==> src/rtl/p22s_pkg.sv <==
// ----------------------------------------------------------------------------
// p22s_pkg
// Shared types and codes for the streaming 2x2 pooling block.
// ----------------------------------------------------------------------------
package p22s_pkg;

  // pooling modes, code 3 is handled as maximum
  localparam logic [1:0] MODE_MAX = 2'd0;
  localparam logic [1:0] MODE_MIN = 2'd1;
  localparam logic [1:0] MODE_AVG = 2'd2;

  // configuration register indexes
  localparam logic [1:0] REG_MODE     = 2'd0;
  localparam logic [1:0] REG_WIDTH    = 2'd1;
  localparam logic [1:0] REG_HEIGHT   = 2'd2;
  localparam logic [1:0] REG_CHANNELS = 2'd3;

  localparam int unsigned HEIGHT_LIMIT = 4096;
  localparam int unsigned WIDTH_FIELD  = 4095;
  localparam int unsigned QUEUE_DEPTH  = 4;

  // sizes are held already clamped to their legal range
  typedef struct packed {
    logic [1:0]  mode;
    logic [11:0] width;
    logic [12:0] height;
    logic [2:0]  chans;
  } cfg_t;

  // one horizontal pair handed from the front to the back
  typedef struct packed {
    logic       is_store;
    logic       last;
    logic [8:0] pair;
  } pair_op_t;

endpackage

==> src/rtl/p22s_fifo.sv <==
// ----------------------------------------------------------------------------
// p22s_fifo
// Short register queue between the front and the back.
// ----------------------------------------------------------------------------
module p22s_fifo import p22s_pkg::*; #(
  parameter int unsigned WIDTH = 23
) (
  input  logic             clk_i,
  input  logic             rst_ni,
  input  logic             push_i,
  input  logic [WIDTH-1:0] wdata_i,
  input  logic             pop_i,
  output logic [WIDTH-1:0] rdata_o,
  output logic             full_o,
  output logic             empty_o
);

  localparam int unsigned PTRW = $clog2(QUEUE_DEPTH);
  localparam int unsigned CNTW = $clog2(QUEUE_DEPTH + 1);

  logic [WIDTH-1:0] slot_q [QUEUE_DEPTH];
  logic [PTRW-1:0]  wr_q, rd_q;
  logic [CNTW-1:0]  cnt_q, cnt_d;

  assign rdata_o = slot_q[rd_q];
  assign full_o  = cnt_q == CNTW'(QUEUE_DEPTH);
  assign empty_o = cnt_q == '0;

  always_comb begin
    cnt_d = cnt_q;
    if (push_i && !pop_i) begin
      cnt_d = cnt_q + CNTW'(1);
    end else if (pop_i && !push_i) begin
      cnt_d = cnt_q - CNTW'(1);
    end
  end

  always_ff @(posedge clk_i or negedge rst_ni) begin
    if (!rst_ni) begin
      wr_q  <= '0;
      rd_q  <= '0;
      cnt_q <= '0;
    end else begin
      cnt_q <= cnt_d;
      if (push_i) begin
        wr_q <= wr_q + PTRW'(1);
      end
      if (pop_i) begin
        rd_q <= rd_q + PTRW'(1);
      end
    end
  end

  always_ff @(posedge clk_i) begin
    if (push_i) begin
      slot_q[wr_q] <= wdata_i;
    end
  end

endmodule

==> config.mk <==
export PLATFORM = sky130hd
export DESIGN_NAME = p22s_fifo
export DESIGN_NICKNAME = d
export VERILOG_FILES = /design/src/rtl/p22s_pkg.sv /design/src/rtl/p22s_fifo.sv
export SDC_FILE = /design/constraint.sdc
export NUM_CORES = 1
export LEC_CHECK = 0
export ABC_AREA = 1
export BUFFER_PORTS_ARGS = -buffer_cell sky130_fd_sc_hd__buf_2
export CORE_ASPECT_RATIO = 1.1
export CORE_MARGIN = 2
export CORE_UTILIZATION = 40
export DETAILED_ROUTE_END_ITERATION = 7
export PLACE_DENSITY = 0.64
export SLEW_MARGIN = 20
export SYNTH_ARGS = -nofsm -noshare
export SYNTH_HDL_FRONTEND = slang
export SYNTH_SLANG_ARGS = --single-unit
==> constraint.sdc <==
create_clock -name clk_i -period 1.97 [get_ports clk_i]
set_input_delay 0.0985 -clock clk_i [delete_from_list [all_inputs] [get_ports clk_i]]
set_output_delay 0.0985 -clock clk_i [all_outputs]
set_load 0.01 [all_outputs]
Word level (Yosys, flattened, before mapping) --
Memory sizes are Yosys's and may differ from the RTL's. Index checks and enable logic that the tools add are counted. W data, S select, Z words.
Word-level totals: memories 1, input port bits 27, bits in registers 7, bits in writable memories 92
Cells by class: muxes and demuxes 4, eq/ne operators 1, add/subtract/negate cells 4, reductions and logical operators 6
Memory list:
- slot_q | depth 4, width 23, read ports 1, clocked after Yosys merged registers in 0, write ports 1, RTL line p22s_fifo.sv:21 | logic [WIDTH-1:0] slot_q [QUEUE_DEPTH];
Operator list (count):
- $mux W3 | 2
- $add A2 B1 Y2 const B | 2
- $add A3 B1 Y3 const B | 1
- $eq A3 B3 Y1 const B | 1
- $logic_not A3 Y1 | 1
- $sub A3 B1 Y3 const B | 1
- $logic_and A1 B1 Y1 | 2
- $logic_not A1 Y1 | 2
- $mux W1 | 2
- $reduce_bool A2 Y1 | 1

Logic depth before layout (Yosys ltp) --
Gate-level depths: netlist (run 1).
depth after elaboration 4, mapped depth 9, gate-level depth less buffers 9

Worst setup path before layout (run 1) --
OpenSTA, ideal clock, no wires.
path kind register -> register, start reg wr_q[0], end mem slot_q[0][0] (enable), data arrival time 1132 ps, required time 1592 ps, buffers on the path 0, library setup time 378 ps, setup slack 460 ps, period minus slack after synthesis 1510 ps, stages on the path, launching flop included 5, cells stage by stage dfrtp_1 > inv_1 > ha_1 > nand2_1 > inv_1
RTL lines:
- start, declared | RTL line p22s_fifo.sv:22 | logic [PTRW-1:0] wr_q, rd_q;
- start signal, assigned | RTL line p22s_fifo.sv:46 | wr_q <= wr_q + PTRW'(1);
- end, declared | RTL line p22s_fifo.sv:21
Straight into the memory's write port.

Worst setup path after layout (run 1) --
start reg rd_q[0], end out rdata_o[3]
Between the ends: longest elaborated chain between the ends 1
Ends and longest elaborated chain:
- start, declared | RTL line p22s_fifo.sv:22
- start signal, assigned | RTL line p22s_fifo.sv:49 | rd_q <= rd_q + PTRW'(1);
- $mem_v2 Z4 W23
- end, declared | RTL line p22s_fifo.sv:13 | output logic [WIDTH-1:0] rdata_o,
Every way passes these cells.

==> results of run 1 <==
==> cell usage in the layout, fill, tap and decap left out, drive strengths merged, types with 2 or more instances in the layout <==
master,instances
nand2,82
edfxtp,92
clkbuf,10
dlygate4sd3,24
o211ai,46
clkinv,4
buf,65
xor2,3
dfrtp,7
nor3,2
inv,58
ha,5
==> final cells by class <==
type / count / share of cell area, %
timing repair buffer: 89 / 11.86
inverter: 58 / 4.128
clock buffer: 10 / 4.342
sequential: 99 / 55.78
tap: 143 / 3.393
multi-input combinational: 143 / 19.43
clock inverter: 6 / 1.068
==> per-stage QoR <==
stage | hold slack (ns) | worst slack (ns)
finish | 0.005158 | 0.1575
global route | 0.004212 | 0.01533
CTS | 0.0005390 | 0.1274
detailed placement | -0.05026 | 0.4759
global placement | -0.05440 | 0.4930
floorplan | -0.1971 | 0.4603
==> kinds of logic (layout without fill, tap and decap cells) <==
logic type | after synthesis | count (layout) | synth area share [%]
AO/OA/AOI/OAI | 47 | 47 | 11.04
AND/OR/NAND/NOR | 86 | 86 | 9.635
buffers and inverters | 73 | 163 | 8.915
XOR/XNOR | 4 | 4 | 0.9781
adder cells (fa/ha/maj) | 6 | 6 | 1.898
flip-flops | 99 | 99 | 67.53
==> power by group through the flow <==
stage	logic (W)	clock network, W	registers, W
finish	0.00282	0.00167	0.00297
global route	0.00315	0.00180	0.00300
CTS	0.00288	0.00171	0.00297
detailed placement	0.00284	0	0.00301
global placement	0.00280	0	0.00300
floorplan	0.00216	0	0.00295
==> flip-flops by register name, summed over array words and instances (netlist names) <==
name    flops
slot_q     92
cnt_q       3
wr_q        2
rd_q        2
==> per-layer routing <==
layer	share of wire, %	global-route usage (%)	vias up
met1	47	18.37	1199
met3	2.5	2.757	9
met5	0	0	-
li1	-	-	1244
met4	1.8	5.526	0
met2	49	22.15	41
==> cells in the mapped netlist <==
library cell / count
edfxtp_1: 92
clkbuf_1: 1
o21ai_1: 1
nand4_1: 1
nor3_1: 2
fa_1: 1
inv_1: 57
buf_12: 5
o211ai_1: 20
xor2_1: 2
o211ai_2: 26
ha_1: 5
buf_2: 5
buf_4: 2
buf_6: 1
inv_2: 1
dfrtp_1: 7
nand3_1: 1
buf_8: 1
nand2_1: 46
xor2_2: 1
xnor2_1: 1
nand2_2: 36
==> repair_timing <==
| action | CTS | global route |
|---|---|---|
| hold buffers | 24 | 0 |
| buffers inserted | 0 | 0 |
| endpoints found under the hold margin | 94 | 0 |
==> worst paths after layout <==
| kind | cells after the start | startpoint | endpoint | slack [ns] |
|---|---|---|---|---|
| max | 5 | rd_q[0] | rdata_o[3] | 0.16 |
| min | 1 | wdata_i[22] | slot_q[1][22] | 0.005 |
| max reg2reg | 4 | rd_q[0] | rd_q[1] | 0.49 |
| min reg2reg | 2 | cnt_q[2] | cnt_q[2] | 0.51 |
| max in group asynchronous | 2 | rst_ni | rd_q[0] | 1.66 |
| min in group asynchronous | 2 | rst_ni | wr_q[0] | 0.13 |
==> results.sh, run 1 <==
export IMPL_synth_cell_type_count=23
export IMPL_ys_ff_latch=99
export IMPL_setup_viol=0
export IMPL_syn_avg_cell_area_um2=13.81
export IMPL_dp_cells=508
export IMPL_total_power_w=0.007455
export IMPL_seq_power_share_pct=39.8
export IMPL_yosys_warnings=0
export IMPL_die_area_um2=11730
export IMPL_final_util_pct=50.27
export IMPL_multi_input_area_um2=1025
export IMPL_grt_pass1_vias=2440
export IMPL_cpMostUsedCell="nand2_1"
export IMPL_drt_first_pass_iters=4
export IMPL_worst_setup_path_type="reg2out"
export IMPL_num_fill_cells=924
export IMPL_drc=0
export IMPL_tns_ns=0
export IMPL_area_growth_syn_to_layout_pct=21.23
export IMPL_die_w_um=103.4
export IMPL_hpwlAfterDp_um=4871
export IMPL_period_needed_ns=1.813
export IMPL_ys_top_cells_by_area="edfxtp_1 64%, o211ai_2 7.5%, nand2_2 5.2%, inv_1 4.9%, dfrtp_1 4.0%"
export IMPL_gr_total_overflow=0
export IMPL_cts_htree_levels=3
export IMPL_critPathMaxFanout=37
export IMPL_dr_first_iter_drc_count=65
export IMPL_vias_per_cell=4.549
export IMPL_combPwrFrac_pct=37.8
export IMPL_final_cell_area_um2=5274
export IMPL_io_buffers=51
export IMPL_finalCritPeriodShare_pct=92.01
export IMPL_dpl_instance_area_um2=4748
export IMPL_grt_pass1_wl_um=12120
export IMPL_syn_inst=315
export IMPL_clock_skew_ns=0.003441
export IMPL_cp_top_family="buffers and inverters"
export IMPL_cap_violations=0
export IMPL_grt_max_degree=38
export IMPL_cts_tree="yes"
export IMPL_post_cts_resized=0
export IMPL_finalWeightedCongestion=0.7353
export IMPL_seq_area_um2=2942
export IMPL_status="finished clean"
export IMPL_p_sw_w=0.002602
export IMPL_worstPathRequired_ns=1.87
export IMPL_ys_seq_area_share_pct=67.53
export IMPL_powerDensity_nw_per_um2=1414
export IMPL_drtAntennaViolNets=0
export IMPL_critPathMaxStageDelay_ns=0.51
export IMPL_vias=2493
export IMPL_die_height_um=113.4
export IMPL_crit_path_start_kind="register"
export IMPL_drive_gt1_share_pct=35.56
export IMPL_final_cells=548
export IMPL_final_max_slew_viol_count=0
export IMPL_rows=39
export IMPL_rsz0062_at_grt="false"
export IMPL_coreArea_um2=10490
export IMPL_yosysTopAreaCellShare_pct=63.50
export IMPL_switching_share_pct=34.91
export IMPL_arrival_ns=1.71
export IMPL_start_util_pct=41.47
export IMPL_slew_limit_headroom_pct=69.14
export IMPL_timing_critical_path_buf_inv=2
export IMPL_worst_pin_slew_ns=0.4629
export IMPL_track_usage_pct=13.81
export IMPL_synth_top_area_cell="edfxtp_1"
export IMPL_numCtsBuffers=9
export IMPL_p_int_w=0.004852
export IMPL_clkTransAtPathRegs_ns=0.06
export IMPL_wl_per_cell_um=13.73
export IMPL_grt_antenna_before_repair=0
export IMPL_final_hold_viol_count=0
export IMPL_cp_end_kind="output port"
export IMPL_clock_root_buffer="clkbuf_16"
export IMPL_insertedDiodeCount=0
export IMPL_clock_latency_ns=0.33
export IMPL_syn_nets=348
export IMPL_crit_path_top_delay_cell="dfrtp_4"
export IMPL_peakVddDrop_uv=758.6
export IMPL_syn_area_um2=4350
export IMPL_final_nets=433
export IMPL_fmax_mhz=551.7
export IMPL_cts_num_sinks=99
export IMPL_hold_class="in2reg"
export IMPL_p_leak_nw=2.184
export IMPL_clock_power_share_pct=22.4
export IMPL_wirelength_um=7522
export IMPL_io_pins=52
export IMPL_ctsLongestPathBuffers=2
export IMPL_path_cells="buf_4 -> nand2_1 -> o211ai_1 -> nand2_1 -> buf_2"
Note: power is estimated with default switching activity, not from simulation.
==> run 2: changes to the inputs <==
- CORE_MARGIN: 2 -> 10
- clock period: 1.97 -> 2 ns (I/O delays scaled with it)
==> run 2 against run 1 <==
  * Setup slack better by 0.0098 ns
  * First-iteration DRC count up 60%
  * Critical path depth is the same
  * Clock power down 7%
  * Register-to-register slack gained 0.07 ns
  * Non-clock buffer count fell by 3
  * Global-route usage down 2.7 points
  * Via count increased by 0.44%
  * Combinational power shrank 2%
  * Clock skew rose by 0.0015 ns
==> results.sh, run 2 (synthesized netlist as in run 1, its figures left out) <==
export IMPL_die_area_um2=15450
export IMPL_finalCritPeriodShare_pct=91.63
export IMPL_drc=0
export IMPL_p_sw_w=0.002631
export IMPL_slew_limit_headroom_pct=73.71
export IMPL_regMostFlops="slot_q"
export IMPL_worst_pin_slew_ns=0.3939
export IMPL_worst_setup_path_type="reg2out"
export IMPL_final_common_cell="edfxtp_1"
export IMPL_total_power_w=0.007293
export IMPL_vias=2504
export IMPL_grt_antenna_before_repair=0
export IMPL_grt_max_degree=43
export IMPL_arrival_ns=1.73
export IMPL_num_fill_cells=914
export IMPL_final_hold_viol_count=0
export IMPL_finalWeightedCongestion=0.6990
export IMPL_cap_violations=0
export IMPL_insertedDiodeCount=0
export IMPL_post_cts_buffers=0
export IMPL_clock_power_share_pct=21.2
export IMPL_drt_first_pass_iters=4
export IMPL_drive_gt1_share_pct=34.83
export IMPL_powerDensity_nw_per_um2=1386
export IMPL_dp_cells=504
export IMPL_cts_num_sinks=99
export IMPL_drtAntennaViolNets=0
export IMPL_dpl_instance_area_um2=4743
export IMPL_combPwrFrac_pct=37.8
export IMPL_rows=39
export IMPL_hold_class="in2reg"
export IMPL_seq_power_share_pct=40.9
export IMPL_clock_latency_ns=0.33
export IMPL_grt_pass1_wl_um=13720
export IMPL_final_cell_area_um2=5261
export IMPL_final_cells=545
export IMPL_p_int_w=0.004662
export IMPL_wl_per_cell_um=14.99
export IMPL_tns_ns=0
export IMPL_worstPathRequired_ns=1.90
export IMPL_hpwlAfterDp_um=5362
export IMPL_die_height_um=129.4
export IMPL_final_max_slew_viol_count=0
export IMPL_fmax_mhz=545.6
export IMPL_io_buffers=51
export IMPL_track_usage_pct=11.10
export IMPL_start_util_pct=41.47
export IMPL_gr_total_overflow=0
export IMPL_clkTransAtPathRegs_ns=0.06
export IMPL_dr_first_iter_drc_count=104
export IMPL_coreArea_um2=10490
export IMPL_final_cell_mix="92 x edfxtp_1, 57 x inv_1, 51 x buf_2"
export IMPL_multi_input_area_um2=1025
export IMPL_setup_viol=0
export IMPL_p_leak_nw=2.167
export IMPL_vias_per_cell=4.594
export IMPL_clock_skew_ns=0.004907
export IMPL_numCtsBuffers=9
export IMPL_io_pins=52
export IMPL_seq_area_um2=2942
export IMPL_grt_pass1_vias=2727
export IMPL_peakVddDrop_uv=525.0
export IMPL_startpoint="rd_q[0]"
export IMPL_cts_htree_levels=3
export IMPL_cts_tree="yes"
export IMPL_whs_ns=0.07441
export IMPL_ctsLongestPathBuffers=2
export IMPL_clock_root_buffer="clkbuf_16"
export IMPL_largest_register_ffs=92
export IMPL_r2r_start="wr_q[0]"
export IMPL_cp_end_kind="output port"
export IMPL_hp_start="push_i"
export IMPL_switching_share_pct=36.08
export IMPL_final_nets=430
export IMPL_reg_top3="slot_q x92, cnt_q x3"
export IMPL_rsz0062_at_grt="false"
export IMPL_period_needed_ns=1.833
export IMPL_die_w_um=119.4
export IMPL_area_growth_syn_to_layout_pct=20.94
export IMPL_crit_path_start_kind="register"
export IMPL_status="finished clean"
export IMPL_critPathMaxFanout=42
export IMPL_wirelength_um=8167
-- run 2: changes by cell type in the layout (fill, tap and decap cells not counted), sizes merged --
cell	delta
dlygate4sd3	+1
bufinv	-1
clkinv	+1
buf	-4
inv	+1
clkbuf	-1
-- run 2: through the flow --
stage	setup slack [ns]	util (%)
floorplan	0.4903	-
global placement	0.5587	45.21
detailed placement	0.5175	45.21
CTS	0.1452	50.15
global route	0.03759	50.15
finish	0.1673	50.15
-- run 2: cell type report --
cell class / count / area share, %
Timing Repair Buffer: 86 / 11.99
Clock inverter: 7 / 0.8086
Clock buffer: 9 / 4.281
Multi-Input combinational cell: 143 / 19.48
Inverter: 58 / 4.138
Sequential cell: 99 / 55.91
Tap cell: 143 / 3.401
-- run 2: what timing repair did --
item	4_1_cts	5_1_grt
gates resized for setup	0	0
hold buffers	25	0
hold endpoints to repair	97	0
-- run 2: routing by layer --
| metal | vias to the layer above | track usage [%] | share of wire, % |
|---|---|---|---|
| met3 | 16 | 2.824 | 4.4 |
| met5 | - | 0 | 0 |
| met1 | 1197 | 12.88 | 43 |
| li1 | 1239 | - | - |
| met4 | 0 | 5.114 | 2.3 |
| met2 | 52 | 19.05 | 50 |
-- run 2: critical path, stage by stage (launching register included) --
cell and delay, ns:
dfrtp_4 0.66, buf_12 0.29, nand2_1 0.09, o211ai_1 0.09, nand2_1 0.10, buf_2 0.15
-- run 2: worst paths after layout --
kind	slack, ns	end	depth (start not counted)
setup reg to reg	0.56	slot_q[2][16]	5
setup / recovery	0.17	rdata_o[5]	5
hold / removal	0.07	wr_q[1]	2
min in group asynchronous	0.13	cnt_q[2]	2
max in group asynchronous	1.69	rd_q[0]	2
hold reg to reg	0.51	cnt_q[2]	2
-- run 2: power groups by stage --
| stage | logic [W] | registers (W) | clock network, W |
|---|---|---|---|
| floorplan | 0.00213 | 0.00291 | 0 |
| finish | 0.00276 | 0.00299 | 0.00155 |
| global route | 0.00309 | 0.00304 | 0.00168 |
| CTS | 0.00285 | 0.00299 | 0.00159 |
| detailed placement | 0.00281 | 0.00303 | 0 |
| global placement | 0.00272 | 0.00302 | 0 |
