--- src/rtl/p22s_pkg.sv ---
// ----------------------------------------------------------------------------
// p22s_pkg
// Shared types and codes for the streaming 2x2 pooling block.
// ----------------------------------------------------------------------------
package p22s_pkg;

  // pooling modes, code 3 is handled as maximum
  localparam logic [1:0] MODE_MAX = 2'd0;
  localparam logic [1:0] MODE_MIN = 2'd1;
  localparam logic [1:0] MODE_AVG = 2'd2;

  // configuration register indexes
  localparam logic [1:0] REG_MODE     = 2'd0;
  localparam logic [1:0] REG_WIDTH    = 2'd1;
  localparam logic [1:0] REG_HEIGHT   = 2'd2;
  localparam logic [1:0] REG_CHANNELS = 2'd3;

  localparam int unsigned HEIGHT_LIMIT = 4096;
  localparam int unsigned WIDTH_FIELD  = 4095;
  localparam int unsigned QUEUE_DEPTH  = 4;

  // sizes are held already clamped to their legal range
  typedef struct packed {
    logic [1:0]  mode;
    logic [11:0] width;
    logic [12:0] height;
    logic [2:0]  chans;
  } cfg_t;

  // one horizontal pair handed from the front to the back
  typedef struct packed {
    logic       is_store;
    logic       last;
    logic [8:0] pair;
  } pair_op_t;

endpackage

--- src/rtl/p22s_front.sv ---
// ----------------------------------------------------------------------------
// p22s_front
// Tracks the stream position, reduces each horizontal pair per channel and
// queues it as a store (even row) or an emit (odd row) operation.
// ----------------------------------------------------------------------------
module p22s_front import p22s_pkg::*; #(
  parameter int unsigned MAX_CHANNELS = 4,
  parameter int unsigned CHW          = 2,
  parameter int unsigned PW           = 10,
  parameter int unsigned CW           = 11
) (
  input  logic                clk_i,
  input  logic                rst_ni,
  input  cfg_t                cfg_i,
  input  logic                in_valid_i,
  output logic                in_ready_o,
  input  logic [7:0]          sample_i,
  input  logic                queue_full_i,
  output logic                push_o,
  output pair_op_t            push_op_o,
  output logic [PW+CHW-1:0]   push_addr_o
);

  logic [CHW-1:0] ch_q, ch_d;
  logic [CW-1:0]  col_q, col_d;
  logic [11:0]    row_q, row_d;
  logic [7:0]     left_q [MAX_CHANNELS];
  logic [7:0]     left;
  logic [8:0]     pair;
  logic           accept;
  logic           ch_last, col_last, row_last;

  assign accept     = in_valid_i && !queue_full_i;
  assign in_ready_o = !queue_full_i;
  assign left       = left_q[ch_q];

  always_comb begin
    case (cfg_i.mode)
      MODE_MIN: pair = (left < sample_i) ? {1'b0, left} : {1'b0, sample_i};
      MODE_AVG: pair = {1'b0, left} + {1'b0, sample_i};
      default:  pair = (left > sample_i) ? {1'b0, left} : {1'b0, sample_i};
    endcase
  end

  assign ch_last  = (16'(ch_q) + 16'd1) >= 16'(cfg_i.chans);
  assign col_last = (16'(col_q) + 16'd1) >= 16'(cfg_i.width);
  assign row_last = (16'(row_q) + 16'd1) >= 16'(cfg_i.height);

  assign push_o             = accept && col_q[0];
  assign push_op_o.is_store = !row_q[0];
  assign push_op_o.pair     = pair;
  // no later complete window in this row, column or channel
  assign push_op_o.last     = ((16'(row_q) + 16'd3) > 16'(cfg_i.height))
                           && ((16'(col_q) + 16'd3) > 16'(cfg_i.width))
                           && ch_last;
  assign push_addr_o        = {PW'(col_q >> 1), ch_q};

  always_comb begin
    ch_d  = ch_q;
    col_d = col_q;
    row_d = row_q;
    if (ch_last) begin
      ch_d = '0;
      if (col_last) begin
        col_d = '0;
        row_d = row_last ? 12'd0 : row_q + 12'd1;
      end else begin
        col_d = col_q + CW'(1);
      end
    end else begin
      ch_d = ch_q + CHW'(1);
    end
  end

  always_ff @(posedge clk_i or negedge rst_ni) begin
    if (!rst_ni) begin
      ch_q  <= '0;
      col_q <= '0;
      row_q <= '0;
      for (int i = 0; i < int'(MAX_CHANNELS); i++) begin
        left_q[i] <= '0;
      end
    end else if (accept) begin
      ch_q  <= ch_d;
      col_q <= col_d;
      row_q <= row_d;
      if (!col_q[0]) begin
        left_q[ch_q] <= sample_i;
      end
    end
  end

endmodule

--- config.mk ---
export PLATFORM = sky130hd
export DESIGN_NAME = p22s_front
export DESIGN_NICKNAME = d
export VERILOG_FILES = /design/src/rtl/p22s_pkg.sv /design/src/rtl/p22s_front.sv
export SDC_FILE = /design/constraint.sdc
export NUM_CORES = 1
export LEC_CHECK = 0
export BUFFER_PORTS_ARGS = -buffer_cell sky130_fd_sc_hd__buf_4
export CORE_MARGIN = 2
export CORE_UTILIZATION = 30
export CTS_BUF_LIST = sky130_fd_sc_hd__clkbuf_4 sky130_fd_sc_hd__clkbuf_8
export DETAILED_ROUTE_END_ITERATION = 16
export PLACE_DENSITY_LB_ADDON = 0.05
export SLEW_MARGIN = 5
export SYNTH_ARGS = -nofsm -noshare
export SYNTH_HDL_FRONTEND = slang
export SYNTH_SLANG_ARGS = --single-unit
--- constraint.sdc ---
create_clock -name clk_i -period 4.8 [get_ports clk_i]
set_input_delay 0.96 -clock clk_i [delete_from_list [all_inputs] [get_ports clk_i]]
set_output_delay 0.96 -clock clk_i [all_outputs]
set_load 0.01 [all_outputs]
=== After elaboration in Yosys (flattened, before gate mapping) ===
Index checks and enable logic that the tools add are counted.

* $add $sub $neg: 9
* $lt $le $gt $ge: 9
* Equality and inequality tests: 2
* Mux-type cells: 12
* Bitwise operators: 2
* Reductions and logical operators: 10

{| class="wikitable"
|+ Operators by type and width
! kind !! number
|-
| 8-bit 2-to-1 mux || 5
|-
| 32-bit bitwise mux || 1
|-
| 9-bit case mux with 2 select lines || 1
|-
| 8-bit binary-select mux with 2-bit select || 1
|-
| 8-bit demux with 2-bit select || 1
|-
| 12-bit by 1-bit adder with 13-bit output (second input constant) || 1
|-
| 12-bit by 2-bit adder with 13-bit output (second input constant) || 1
|-
| 13-bit >= comparator || 1
|-
| 13-bit > comparator || 1
|-
| 11-bit by 1-bit adder with 12-bit output (second input constant) || 1
|-
| 11-bit by 2-bit adder with 12-bit output (second input constant) || 1
|-
| 12-bit by 1-bit adder with 12-bit output (second input constant) || 1
|-
| 12-bit >= comparator || 1
|-
| 12-bit > comparator || 1
|-
| 12-bit 2-to-1 mux || 1
|-
| 11-bit by 1-bit adder with 11-bit output (second input constant) || 1
|-
| 11-bit 2-to-1 mux || 1
|-
| 8-bit by 8-bit adder with 9-bit output || 1
|-
| 8-bit > comparator || 1
|-
| 8-bit < comparator || 1
|-
| 1-bit logical AND || 5
|-
| 2-bit AND reduction || 2
|-
| 2-bit by 1-bit adder with 3-bit output (second input constant) || 1
|-
| 3-bit >= comparator || 1
|-
| other kinds (10) || 11
|}

* Bits in registers: 57
* Bits of input ports: 42
* Output and inout bits: 25
* Logic and storage cells: 51

=== Depth between registers and ports, before layout ===
Gate-level depths: netlist (run 1).

* Depth after elaboration: 7
* Depth in mapped cells: 14

=== Worst setup path after synthesis (run 1) ===
Ideal clock, no wire load.

* Path type: register to output
* Start point: register ch_q[0]
* End point: output push_op_o[6] (netlist bit)
* Arrival time: 3.049 ns
* Slack: 0.791 ns
* Cell stages (with the launch flop): 11
* Cell sequence: dfrtp_1 -> buf_2 -> mux4_2 -> ha_1 -> fa_1 -> nor2b_1 -> or3_1 -> a21oi_1 -> and4bb_2 -> nor4_1 -> a32oi_1

{| class="wikitable"
|+ RTL lines
! what !! RTL line !! source
|-
| start, declared || p22s_front.sv:24 || <nowiki>logic [CHW-1:0] ch_q, ch_d;</nowiki>
|-
| start signal, assigned || p22s_front.sv:84 || <nowiki>ch_q <= ch_d;</nowiki>
|-
| end, declared || p22s_front.sv:20 || <nowiki>output pair_op_t push_op_o,</nowiki>
|}

==> qor.txt, run 1 <==
ANT cells -> 0
Final min period -> 4.58 ns
Drt total wl -> 13.4 mm
Clk_lat worst skew -> 0.35 ns
Total track usage -> 0.142
Slew @ Worst Pin -> 0.751 ns
Worst reg-to-reg setup slack -> 1.29 ns
Max-slew headroom -> 0.499
Post-synth cell types -> 65
Finished Cell Area -> 0.00632 mm^2
Peak supply drop -> 0.303 mV
Layout cells sized above 1 -> 0.233
Final hold vios -> 0
Mapped Area -> 0.00549 mm^2
Combinational fraction of design power -> 0.583
Synth Flop Type -> dfrtp_1
CP cell instances -> mux4_2 > ha_1 > fa_1 > nor2b_1 > or3_1 > a21oi_1 > nor4b_1 > nor4_1 > a32oi_1 > buf_4
DIE WIDTH -> 139 um
Clock-pin slew on the worst setup and hold paths -> 0.06 ns
H-tree depth -> 3
Crit-path slowest cell -> dfrtp_1
FP Rows -> 49
Clock share of power -> 0.166
Syn_area_per_cell -> 9.38 um^2
Fraction of registers with async set/reset -> 1.00
Worst hold margin -> 0.503 ns
CORE AREA -> 0.0180 mm^2
Number of global-route vias before repair -> 4389
Fin Setup TNS -> 0 ns
P_int -> 1.73 mW
Nets -> 749
Flops & latches, synth -> 57
Power density over cell area -> 461 mW/mm^2
Initial antenna violation count -> 0
Clk sinks -> 57
Util after Layout -> 0.352
Crit. End Element -> output port
Starting DRT DRC Count -> 140
Cells after synthesis -> 585
Synth warn -> 0
Placed instance area -> 0.00610 mm^2
TritonRoute pass-1 iters -> 5
Port bufs -> 66
Via density -> 5.05
RSZ-0062 raised after global routing -> no
Worst Clk Skew -> 0.00462 ns
CTS buffer count -> 9
Fmax achieved -> 0.218 GHz
Max Buffers Root-to-Sink -> 2
Initial core utilization -> 0.305
Crit path max fanout -> 12
Startpoint Class -> register
MaxCap Viol Count -> 0
Synthesis-to-layout area growth -> 15.2%
Setup Viol. Count Final -> 0
Syn_nets -> 705
Seq/Total Area, Yosys -> 0.260
Die ar. -> 0.0194 mm^2
Wire length per cell -> 15.5 um
Cts-stage hold buffer count -> 0
Routed Antenna Nets -> 0
GPL Wtd Cong -> 0.783
# IOs -> 67
Psw -> 1.19 mW
Residual DRC -> 0
EDFF count, synth -> 0
Final period utilization -> 0.955
Crit path largest cell delay -> 0.68 ns
Max Slew Vio Count -> 0
Worst Path Arrival -> 3.62 ns
Clk root buf -> clkbuf_8
Status -> finished, final reports clean
Sw frac -> 0.407
CTS tree -> done
Placed wire-length estimate -> 10.6 mm
Total leakage power -> 3.16 nW
Global-route wire length before repair -> 22.3 mm
Grt ovf -> 0
Tot Pwr -> 2.91 mW
Pin count of the biggest net entering global routing -> 58
Sequential power share -> 0.251
Die height -> 139 um
Critical path class -> reg -> out
Routed vias -> 4359
Data required, critical path -> 3.84 ns
Hold Crit Class -> reg -> reg
[path summary, 6_finish.rpt]
kind / from / cells after the start / endpoint
setup / recovery: ch_q[1] / 10 / push_op_o[6]
min in group asynchronous: rst_ni / 1 / left_q[20]
hold / removal: left_q[10] / 1 / left_q[10]
max in group asynchronous: rst_ni / 1 / ch_q[0]
setup reg to reg: row_q[2] / 10 / row_q[7]
hold reg to reg: left_q[10] / 1 / left_q[10]
[power groups by stage]
stage / Combinational, mW / Sequential [mW] / Clock, mW
2_1_floorplan: 1.29 / 0.698 / 0
3_3_place_gp: 1.69 / 0.741 / 0
3_5_place_dp: 1.71 / 0.743 / 0
4_1_cts: 1.71 / 0.734 / 0.503
5_1_grt: 1.89 / 0.752 / 0.528
6_report: 1.70 / 0.732 / 0.483
[routing by layer]
| layer | vias up | wire length, um | track usage |
|---|---|---|---|
| met5 | - | 0 | 0 |
| met3 | 16 | 423 | 0.0262 |
| met1 | 2112 | 6480 | 0.192 |
| met4 | 0 | 186 | 0.0415 |
| met2 | 68 | 6270 | 0.234 |
| li1 | 2163 | - | - |
[kinds of logic (layout without fill, tap and decap cells)]
logic type	count (synthesis)	in the layout	synth area share
buf+inv	89	138	0.0728
xor+xnor	43	43	0.0687
compound gates	111	111	0.149
simple gates	154	154	0.147
fa+ha+maj	78	78	0.179
flops	57	57	0.260
mux	53	53	0.124
[synthesized netlist by cell type, types with 16 or more instances]
library cell / number / area [um^2]
ha_1: 77 / 963
dfrtp_1: 57 / 1430
inv_1: 51 / 191
nand2_1: 37 / 139
mux2_2: 34 / 383
nor2_1: 30 / 113
xnor2_1: 27 / 236
a21oi_1: 24 / 120
nand3_1: 22 / 110
o21ai_0: 17 / 85.1
a22o_1: 16 / 140
xor2_1: 16 / 140
[through the flow]
stage | std cells | setup slack (ns)
CTS | 863 | 0.133
floorplan | 585 | 0.791
detailed placement | 847 | 0.534
global placement | 847 | 0.598
finish | 863 | 0.218
global route | 863 | 0.0120
[state kept, by name (all words and copies together), names as in the netlist]
name,cells
ch_q,2
col_q,11
row_q,12
left_q,32
[placed cells by master (no fill, tap or decap), types with 3 or more instances in the layout]
cell type and n:
nand2b_1 3, mux2_2 34, o21bai_1 6, xor2_1 16
a32oi_1 6, nand4_1 8, ha_1 77, xnor2_1 27
nand2_1 37, nor2_1 30, nand3b_1 4, nand3_1 22
dfrtp_1 56, and3_1 10, clkbuf_8 12, a21oi_1 24
nor2b_1 12, buf_4 71, or3_1 5, inv_1 51
mux4_2 8, a21o_1 12, nor3_1 7, a22o_1 16
o21ai_0 17, mux2i_1 10
[cell type report]
cell class                 count  area, um^2
fill                        1887       11600
timing repair buffer          71         533
clock buffer                  12         165
clock inverter                 4        50.0
inverter                      51         191
sequential                    57        1430
multi-input combinational    439        3660
tap                          229         287
[timing repair]
| item | in CTS | in global routing |
|---|---|---|
| gates resized for setup | 0 | 2 |
| setup endpoints to repair | 0 | 7 |
| buffers inserted | 0 | 0 |
[worst max-delay path: cells and delay by family, from the launching register on]
family          cells  cell delay [ns]
fa+ha+maj           2             0.66
compound gates      2             0.38
simple gates        4             0.93
flops               1             0.68
mux                 1             0.45
buf+inv             1             0.18
(Power assumes the default switching activity.)
==> run 2, diff against run 1 <==
CORE_ASPECT_RATIO = 0.5   (was unset)
==> run 2 against run 1 <==
Net effect: via count down 1.6%; global-route usage rose by 0.63 points; cell area grew 0.14%; critical path type unchanged; largest power group unchanged.
==> qor.txt, run 2 (same netlist as run 1, synthesis figures left out) <==
Fmax achieved -> 0.223 GHz (+2.0%)
Setup Fix Bufs, Post-CTS -> 0 (unchanged)
Layout Cells excl Fill -> 868 (+0.58%)
Max Slew Vio Count -> 0 (unchanged)
Setup Viol. Count Final -> 0 (unchanged)
Area taken by flip-flops and latches -> 0.00143 mm^2 (about the same)
Worst Clk Skew -> 0.00517 ns (+0.000548 ns)
Max reg flops -> 32 (unchanged)
Clk_lat worst skew -> 0.34 ns (about the same)
CTS buffer count -> 9 (unchanged)
PostCTS Resize Cnt -> 0 (unchanged)
Critical path depth -> 10 (unchanged)
Peak supply drop -> 0.151 mV (-50%)
Status -> finished, final reports clean
CP cell instances -> mux4_2 > ha_1 > fa_1 > nor2b_1 > or3_1 > a21oi_1 > nor4b_1 > nor4_1 > a32oi_1 > buf_4
Crit path max fanout -> 12 (unchanged)
Final min period -> 4.49 ns (-0.0904 ns)
FF-to-FF path depth -> 12 (+2)
Nets -> 749 (unchanged)
Largest registers -> left_q x32, row_q x12, col_q x11
Drt total wl -> 13.8 mm (+3.4%)
Biggest register -> left_q
Data required, critical path -> 3.84 ns (about the same)
Finished Cell Area -> 0.00633 mm^2 (+0.14%)
Die height -> 99.6 um (-28%)
Clk sinks -> 57 (unchanged)
Initial core utilization -> 0.311 (+0.00535)
Die ar. -> 0.0194 mm^2 (+0.34%)
Power density over cell area -> 468 mW/mm^2 (+1.5%)
Placed wire-length estimate -> 10.6 mm (+0.21%)
# placed instances -> 852 (+0.59%)
Global-route wire length before repair -> 22.9 mm (+2.8%)
Total track usage -> 0.149 (+0.00634)
Worst path bufs/invs -> 1 (unchanged)
Initial antenna violation count -> 0 (unchanged)
Placed instance area -> 0.00610 mm^2 (+0.10%)
Fin Setup TNS -> 0 ns (unchanged)
Routed Antenna Nets -> 0 (unchanged)
Synthesis-to-layout area growth -> 15.4%
DIE WIDTH -> 195 um (+40%)
Crit path largest cell delay -> 0.71 ns (+0.03 ns)
Max Buffers Root-to-Sink -> 2 (unchanged)
# IOs -> 67 (unchanged)
CP top delay family -> simple AND/OR/NAND/NOR gates
Worst hold margin -> 0.504 ns (+0.00144 ns)
Starting DRT DRC Count -> 121 (-14%)
TritonRoute pass-1 iters -> 4 (-1)
Routed vias -> 4288 (-1.6%)
Commonest non-fill, non-tap cell in the layout -> ha_1
Startpoint Class -> register
FP Rows -> 34 (-31%)
Clk root buf -> clkbuf_8
Crit. End Element -> output port
Pin count of the biggest net entering global routing -> 58 (unchanged)
Residual DRC -> 0 (unchanged)
Layout cells sized above 1 -> 0.230 (-0.00315)
CORE AREA -> 0.0177 mm^2 (-1.7%)
Port bufs -> 66 (unchanged)
Hold path cells -> 1 (unchanged)
Number of global-route vias before repair -> 4312 (-1.8%)
GPL Wtd Cong -> 0.777 (-0.78%)
Fillers -> 1837 (-2.6%)
Crit-path slowest cell -> dfrtp_1
Final period utilization -> 0.936 (-0.0188)
Most frequent cells in the layout -> ha_1 (77), buf_4 (71), dfrtp_1 (57)
Slew @ Worst Pin -> 0.772 ns (+0.0205 ns)
H-tree depth -> 3 (unchanged)
Max-slew headroom -> 0.486 (-0.0136)
Tot Pwr -> 2.96 mW (+1.7%)
Grt ovf -> 0 (unchanged)
Critical path class -> reg -> out
Worst Path Arrival -> 3.53 ns (-0.09 ns)
Multi-input gate area -> 0.00366 mm^2 (-0.14%)
Cts-stage hold buffer count -> 0 (unchanged)
RSZ-0062 raised after global routing -> no
Clock-pin slew on the worst setup and hold paths -> 0.07 ns (about the same)
Wire length per cell -> 15.9 um (+2.8%)
CTS tree -> done
Final hold vios -> 0 (unchanged)
MaxCap Viol Count -> 0 (unchanged)
ANT cells -> 0 (unchanged)
Total leakage power -> 3.17 nW (+0.38%)
Hold Crit Class -> reg -> reg
Via density -> 4.94 (-2.2%)
## run 2: path summary, 6_finish.rpt
check / to / slack, ns / from
worst max register to register: row_q[3] / 1.29 / col_q[3]
worst max-delay path: push_op_o[6] / 0.31 / ch_q[1]
max in group asynchronous: col_q[9] / 3.59 / rst_ni
worst min register to register: left_q[11] / 0.50 / left_q[11]
worst min-delay path: left_q[11] / 0.50 / left_q[11]
min in group asynchronous: row_q[5] / 0.66 / rst_ni
## run 2: where the power goes
| part | switching [mW] | internal [mW] |
|---|---|---|
| clock | 0.209 | 0.312 |
| combinational | 0.891 | 0.832 |
| sequential | 0.0981 | 0.621 |
## run 2: worst reg2reg max path, delay by kind of cell (launching register included)
kind,cells,cell delay (ns)
AO/OA/AOI/OAI,4,1.07
AND/OR/NAND/NOR,6,1.37
flip-flops,1,0.53
adder cells (fa/ha/maj),1,0.26
XOR/XNOR,1,0.17
## run 2: cell type report
type | count | share of cell area
Sequential cell | 57 | 0.225
Inverter | 51 | 0.0303
Multi-Input combinational cell | 439 | 0.578
Clock buffer | 11 | 0.0229
Timing Repair Buffer | 71 | 0.0842
Tap cell | 234 | 0.0463
Clock inverter | 5 | 0.0125
## run 2: through the flow
stage	utilization	setup slack (ns)
final	0.358	0.308
after global routing	0.358	0.117
after CTS	0.358	0.292
after detailed placement	0.346	0.678
after global placement	0.346	0.653
after floorplan	-	0.791
## run 2: routing by layer
metal,track usage,up-vias,part of all wire,routed length (um)
met5,0,-,0,0
met4,0.0282,0,0.0069,95
met3,0.0237,8,0.021,295
met2,0.252,51,0.46,6300
met1,0.203,2063,0.52,7130
li1,-,2166,-,-
==> run 3, diff against run 2 <==
CORE_UTILIZATION = 35   (was 30)
RECOVER_POWER = 50   (was unset)
==> run 3 against run 2 <==
Net effect: the flow now finishes with violations (capacitance limit, slew limit); hold slack got worse by 0.0025 ns; sequential power increased by 5.0%; global-route usage is 1.1 points higher; power fell by 2.7%; clock skew up 0.0055 ns; critical path type unchanged; largest power group unchanged; highest routed layer unchanged.
==> qor.txt, run 3 (same netlist as run 1, synthesis figures left out) <==
Util after Layout -> 0.403 (+0.0451)
Pin count of the biggest net entering global routing -> 58 (unchanged)
Tot Pwr -> 2.88 mW (-2.7%)
Cts-stage hold buffer count -> 0 (unchanged)
DIE WIDTH -> 181 um (-7.3%)
Peak supply drop -> 0.165 mV (+9.3%)
Status -> finished, violations left
Synthesis-to-layout area growth -> 13.1%
Clock-pin slew on the worst setup and hold paths -> 0.06 ns (about the same)
Crit path max fanout -> 9 (-3)
Starting DRT DRC Count -> 139 (+15%)
Total leakage power -> 3.10 nW (-2.3%)
Max Slew Vio Count -> 58 (+58)
Die height -> 92.5 um (-7.1%)
Largest registers -> left_q x32, row_q x12, col_q x11
Number of global-route vias before repair -> 4116 (-4.5%)
DR WL met2 -> 5.91 mm (-6.2%)
CTS buffer count -> 9 (unchanged)
Grt ovf -> 0 (unchanged)
Initial antenna violation count -> 0 (unchanged)
Clk sinks -> 57 (unchanged)
Max Buffers Root-to-Sink -> 2 (unchanged)
Critical path class -> reg -> out
Final min period -> 4.48 ns (-0.0119 ns)
Met1 wire length -> 6.30 mm (-12%)
ANT cells -> 0 (unchanged)
Final hold vios -> 0 (unchanged)
Slew @ Worst Pin -> 3.14 ns (+2.37 ns)
Max-slew headroom -> -1.10 (-1.58)
CP cell instances -> mux4_2 > ha_1 > fa_1 > nor2b_1 > or3_1 > a21oi_1 > nor4b_1 > nor4_1 > a32oi_1 > buf_4
H-tree depth -> 3 (unchanged)
Clk_lat worst skew -> 0.34 ns (about the same)
Die ar. -> 0.0168 mm^2 (-14%)
Drt total wl -> 12.7 mm (-8.0%)
Layout cells sized above 1 -> 0.206 (-0.0239)
MaxCap Viol Count -> 1 (+1)
Clk root buf -> clkbuf_8
Setup Fix Bufs, Post-CTS -> 0 (unchanged)
Fmax achieved -> 0.223 GHz (+0.27%)
Violated checks -> capacitance limit, slew limit
TritonRoute pass-1 iters -> 4 (unchanged)
# placed instances -> 819 (-3.9%)
Nets -> 746 (-0.40%)
Max reg flops -> 32 (unchanged)
Crit path largest cell delay -> 0.61 ns (-0.10 ns)
Biggest register -> left_q
Routed vias -> 4188 (-2.3%)
Worst Clk Skew -> 0.0106 ns (+0.00546 ns)
Fin Setup TNS -> 0 ns (unchanged)
# IOs -> 67 (unchanged)
Hold Crit Class -> reg -> reg
Setup Viol. Count Final -> 0 (unchanged)
Residual DRC -> 0 (unchanged)
Data required, critical path -> 3.84 ns (about the same)
Via density -> 5.02 (+1.6%)
Placed instance area -> 0.00604 mm^2 (-0.98%)
Finished Cell Area -> 0.00620 mm^2 (-2.0%)
Startpoint Class -> register
Wire length on met3 -> 404 um (+37%)
CORE AREA -> 0.0154 mm^2 (-13%)
Layout Cells excl Fill -> 834 (-3.9%)
Worst Path Arrival -> 3.52 ns (about the same)
Fillers -> 1592 (-13%)
CTS tree -> done
Most frequent cells in the layout -> ha_1 (77), dfrtp_1 (56), buf_4 (56)
RSZ-0062 raised after global routing -> no
Total track usage -> 0.160 (+0.0110)
Wire length per cell -> 15.3 um (-4.2%)
Placed wire-length estimate -> 9.68 mm (-9.0%)
GPL Wtd Cong -> 0.770 (-0.84%)
Initial core utilization -> 0.357 (+0.0461)
Worst path bufs/invs -> 1 (unchanged)
Routed Antenna Nets -> 0 (unchanged)
CP top delay family -> simple AND/OR/NAND/NOR gates
DR top layer -> met4
Crit. End Element -> output port
Crit-path slowest cell -> mux4_2
Commonest non-fill, non-tap cell in the layout -> ha_1
PostCTS Resize Cnt -> 0 (unchanged)
Power density over cell area -> 465 mW/mm^2 (-0.74%)
Final period utilization -> 0.933 (-0.00248)
Port bufs -> 66 (unchanged)
Global-route wire length before repair -> 21.3 mm (-7.2%)
FP Rows -> 32 (-5.9%)
[run 3: cell count changes in the layout (fill, tap and decap cells not counted), sizes merged]
cell	previous run	this run
buf	71	56
clkbuf	11	21
clkinv	3	4
[run 3: where the power goes]
part           switching, mW  total (mW)  internal (mW)  leakage [nW]
registers              0.134       0.755          0.621         0.716
logic                  0.835        1.64          0.804          2.28
clock network          0.202       0.489          0.287         0.109
total                   1.17        2.88           1.71          3.10
[run 3: final timing paths]
check                               end  slack (ns)        from  depth (start not counted)
max                        push_op_o[6]        0.32     ch_q[0]                         10
min                          left_q[13]        0.50  left_q[13]                          1
max reg2reg                    row_q[3]        1.19    col_q[3]                         11
min reg2reg                  left_q[13]        0.50  left_q[13]                          1
max in group asynchronous       ch_q[0]        1.12      rst_ni                          1
min in group asynchronous      row_q[1]        1.65      rst_ni                          1
[run 3: layer usage]
layer,up-vias,GRT usage
met3,8,0.0275
met1,1952,0.213
met5,-,0
met4,0,0.0386
met2,72,0.271
li1,2156,-
[run 3: final cells by class]
cell class | instances | area (um^2) | share of cell area
Inverter | 51 | 191 | 0.0309
Timing Repair Buffer | 68 | 465 | 0.0750
Clock inverter | 6 | 83.8 | 0.0135
Tap cell | 204 | 255 | 0.0411
Clock buffer | 9 | 124 | 0.0200
Sequential cell | 57 | 1430 | 0.230
Multi-Input combinational cell | 439 | 3660 | 0.589
[run 3: through the flow]
step / hold WS [ns] / setup slack, ns
global placement: 0.486 / 0.526
detailed placement: 0.490 / 0.473
CTS: 0.505 / 0.0895
global route: 0.520 / 0.0690
finish: 0.502 / 0.320
floorplan: 0.475 / 0.791
